### src/hdl/lfk_pkg.sv
// shared constants, register codes and latency helpers for the leg kinematics block
package lfk_pkg;

  localparam int ANGLE_WIDTH_DEF = 16;
  localparam int POS_WIDTH_DEF   = 16;
  localparam int LINK_W          = 14;
  localparam int TRIG_W          = 32;
  localparam int CFG_AW          = 4;
  localparam int CFG_DW          = 32;

  localparam logic [LINK_W-1:0] HIP_LINK_RST   = 14'd1393;
  localparam logic [LINK_W-1:0] UPPER_LINK_RST = 14'd3277;
  localparam logic [LINK_W-1:0] LOWER_LINK_RST = 14'd3277;

  localparam logic [1:0] REG_HIP_LINK   = 2'd0;
  localparam logic [1:0] REG_UPPER_LINK = 2'd1;
  localparam logic [1:0] REG_LOWER_LINK = 2'd2;

  localparam logic [63:0] Q30_ONE     = 64'd1073741824;
  localparam logic [63:0] Q30_PI      = 64'd3373259426;
  localparam logic [63:0] Q30_HALF_PI = 64'd1686629713;
  localparam logic [63:0] Q30_TWO_PI  = 64'd6746518852;

  localparam int SIN_TERMS = 5;
  localparam int COS_TERMS = 6;
  localparam int SIN_DIV [SIN_TERMS] = '{110, 72, 42, 20, 6};
  localparam int COS_DIV [COS_TERMS] = '{132, 90, 56, 30, 12, 2};

  localparam int SQRT_STEPS = 15;
  localparam int ROOT_W     = 31;
  localparam int LSQ_W      = 30;
  localparam int LEN_W      = 16;

  // conditional subtract steps needed to bring |angle| below two pi
  function automatic int red_steps(input int aw);
    return (aw > 16) ? aw - 15 : 1;
  endfunction

  // abs, reduction, two folds, square, horner cells, sign
  function automatic int trig_latency(input int aw);
    return red_steps(aw) + 2 * COS_TERMS + 5;
  endfunction

endpackage

### src/hdl/lfk_sqrt_cell.sv
// one digit of the restoring integer square root
module lfk_sqrt_cell #(
  parameter int BIT_IDX = 0
) (
  input  logic              clk,
  input  logic              en,
  input  logic [30:0]       rem_i,
  input  logic [30:0]       root_i,
  output logic [30:0]       rem_o,
  output logic [30:0]       root_o
);
  import lfk_pkg::*;

  localparam logic [30:0] BIT = 31'(1) << (2 * BIT_IDX);

  logic [30:0] trial;
  logic        fits;
  logic [30:0] rem_nxt;
  logic [30:0] root_nxt;
  logic [30:0] rem_r;
  logic [30:0] root_r;

  assign trial    = root_i + BIT;
  assign fits     = rem_i >= trial;
  assign rem_nxt  = fits ? rem_i - trial : rem_i;
  assign root_nxt = fits ? (root_i >> 1) + BIT : root_i >> 1;

  always_ff @(posedge clk) begin
    if (en) begin
      rem_r  <= rem_nxt;
      root_r <= root_nxt;
    end
  end

  assign rem_o  = rem_r;
  assign root_o = root_r;

endmodule

### config.mk
export PLATFORM = sky130hd
export DESIGN_NAME = lfk_sqrt_cell
export DESIGN_NICKNAME = d
export VERILOG_FILES = /design/src/hdl/lfk_pkg.sv /design/src/hdl/lfk_sqrt_cell.sv
export SDC_FILE = /design/constraint.sdc
export NUM_CORES = 1
export LEC_CHECK = 0
export ABC_CLOCK_PERIOD_IN_PS = 10750
export BUFFER_PORTS_ARGS = -buffer_cell sky130_fd_sc_hd__buf_2
export CAP_MARGIN = 10
export CORE_ASPECT_RATIO = 2
export CORE_MARGIN = 2
export CORE_UTILIZATION = 59
export CTS_CLUSTER_SIZE = 10
export DETAILED_ROUTE_END_ITERATION = 7
export PLACE_DENSITY = 0.88
export SYNTH_ARGS = -nofsm -noshare
export SYNTH_HDL_FRONTEND = slang
export SYNTH_SLANG_ARGS = --single-unit
export TNS_END_PERCENT = 1
### constraint.sdc
create_clock -name clk -period 10.75 [get_ports clk]
set_input_delay 1.6125 -clock clk [delete_from_list [all_inputs] [get_ports clk]]
set_output_delay 1.6125 -clock clk [all_outputs]
set_load 0.005 [all_outputs]
==> results by group <==
Floorplanning
  – Site Rows: 47
  – Starting Density: 0.611
  – I/O Pins: 126
  – Die width: just under 70 um
  – Die area: 9390 um2
  – Core Area: 8290 um2
  – Die height: between 100 and 150 um

Worst setup path
  – CP Capture Type: register
  – CP cell instances: buf_2 > nand4_1 > inv_1 > nand3_1 > nor2_1 > nand3_1 > nor2_1 > xnor2_1 > ha_1 > and2_1 > a311o_1 > or3_1 > a211oi_1 > o21ai_1 > a21oi_4 > buf_4 > mux2_2
  – Worst-path fanout max: 63
  – CP max stage delay: 0.62 ns
  – Required time of the critical path: between 10 and 15 ns
  – Worst Path Arrival: about 6.6 ns
  – Critical path class: input pin to register
  – Critical path's slowest cell: buf_4
  – Crit start category: input pin

Clock network
  – CTS tree: done
  – CTS buffer count: 9
  – Setup Buffers After CTS: 0
  – H-tree depth: 3
  – Clock Sinks: a little over 60
  – CTS Root Cell: clkbuf_16
  – Max clock buf depth: 2
  – PostCTS Resize Cnt: 0
  – CTS Hold Bufs: 0
  – Worst-path clk slew: about 0.050 ns

Placed design
  – # port buffers: around 130
  – DP Area: roughly 5700 um2
  – Inst Count DP: 760
  – Hpwl dp: roughly 12,000 um
  – GPL Wtd Cong: between 0.9 and 1

GRT
  – Vias in the first global route: 4,818
  – Largest net degree at the start of global routing: 64
  – Gr ovfl total: 0
  – Initial antenna violation count: 0
  – Total track usage: 0.326
  – First-pass GRT wire length: roughly 24,000 um

Synth
  – Share of flip-flops with an asynchronous set or reset: 0
  – Gate count of the mapped netlist: roughly 570
  – Synth top area share: 0.368
  – Synth cell types: between 50 and 60
  – EDFF count, synth: 62
  – Synthesized flop and latch total: 62
  – Top FF cell, synth: edfxtp_1
  – YS warnings: 0
  – Mapped Area: between 5000 and 6000 um2
  – Syn_nets: roughly 660
  – Mean Syn Cell Area: approximately 9 um2
  – Sequential share of the synthesized area: 0.368
  – Top cells by area, synth: edfxtp_1 37%, ha_1 8.2%, xor2_1 8.0%
  – Area leader, netlist: edfxtp_1

Worst hold path
  – Hold Path Stages: 3
  – Worst min path class: input pin to register

Final layout
  – Commonest non-fill, non-tap cell in the layout: buf_2
  – Area Overhead vs Synth: 18.0%
  – FILL cells: 629
  – Layout Nets: 771
  – Util after Layout: 0.721
  – Finished Layout Cells: 776
  – Most frequent cells in the layout: 125 x buf_2, 64 x nand2_1, 62 x edfxtp_1
  – Proportion of layout cells with a drive suffix above 1: 0.218
  – Final Instance Area: roughly 6000 um2
  – N_diodes: 0

Timing
  – Peak Freq: 0.154 GHz
  – Crit path time final: about 6.5 ns
  – Slew HR: 0.433
  – Final slew viol count: 0
  – Unrepaired setup endpoints after global routing: false
  – Final setup vio count: 0
  – Worst Max-Slew Pin Slew: about 0.85 ns
  – Fin crit share: 0.604
  – Sum Neg Setup Slack: 0 ns
  – Final Hold Violating Endpoints: 0

Pwr
  – PwrDens: ~140 nW/um2
  – Pleak: 0.00253 uW
  – Maximum VDD drop: about 0.10 mV

Drt
  – Number of vias per cell: 6.20
  – Total number of vias: between 4,000 and 5,000
  – First drt pass iteration count: 6
  – WL final: 15,500 um
  – 1st-iter DRT viols: a little over 500
  – DRC: 0
  – WL/cell: roughly 20 um
  – Antenna viol nets, final: 0

Job
  – Max Cap Violations: 0

Outcome
  – Status: finished, final reports clean
final timing paths:
check	startpoint	end	slack (ns)
worst min-delay path	rem_i[19]	rem_o[19]	1.57
worst max-delay path	root_i[4]	root_o[1]	4.26
Yosys cell counts (all sizes together) (5+ instances only):
cell type  count
nand2         64
edfxtp        62
nor2          46
xor2          46
o21ai         44
a21oi         36
xnor2         34
ha            33
nand3         28
clkbuf        22
nand4         17
nor3          17
inv           16
a21o          14
and3           8
buf            8
a211oi         7
and2           6
nand2b         5
o21bai         5
or3            5
critical path, delay by kind of cell:
kind / cells / cell delay, ns
xor gates and xnor gates: 1 / 0.15
muxes: 1 / 0.41
adders and majority gates: 1 / 0.33
AOI/OAI and AO/OA: 4 / 1.40
buffers and inverters: 3 / 0.88
and+or+nand+nor: 7 / 1.77
per-layer routing:
layer / up-vias / wire, um / track usage
met1: 2252 / 5000 / 0.289
met4: 0 / 1090 / 0.232
met2: 230 / 8700 / 0.639
met5: - / 0 / 0
met3: 66 / 753 / 0.0522
li1: 2262 / - / -
state kept, by name, summed over array words and instances, names as in the netlist:
register,flops
rem_o,31
root_o,31
layout make-up:
cell class / count / area [um2] / share of cell area
clock buffers: 10 / 229 / 0.0383
clock inverters: 6 / 86.3 / 0.0144
inverters: 16 / 60.1 / 0.0100
multi-input cells: 457 / 2980 / 0.498
flip-flops and latches: 62 / 1860 / 0.311
well taps: 98 / 123 / 0.0205
repair buffers: 127 / 641 / 0.107
logic make-up after synthesis:
kind of cell	Yosys count	share of synthesized area
AND/OR/NAND/NOR	211	0.199
AO/OA/AOI/OAI	130	0.160
flip-flops	62	0.368
XOR/XNOR	80	0.138
multiplexers	2	0.00445
adder cells (fa/ha/maj)	34	0.0855
buffers and inverters	46	0.0445
where the power goes:
group / internal [uW] / switching (uW) / total (uW)
sequential: 302 / 6.97 / 308
clock: 202 / 113 / 316
combinational: 91.3 / 139 / 230
per-stage QoR:
step	hold slack, ns	total power [uW]	setup WS (ns)
global route	1.58	885	3.88
global placement	1.91	533	4.30
floorplan	1.73	457	5.22
finish	1.57	854	4.26
CTS	1.56	852	4.32
detailed placement	1.91	540	3.98
No activity file was read; power rests on OpenSTA's default activity.
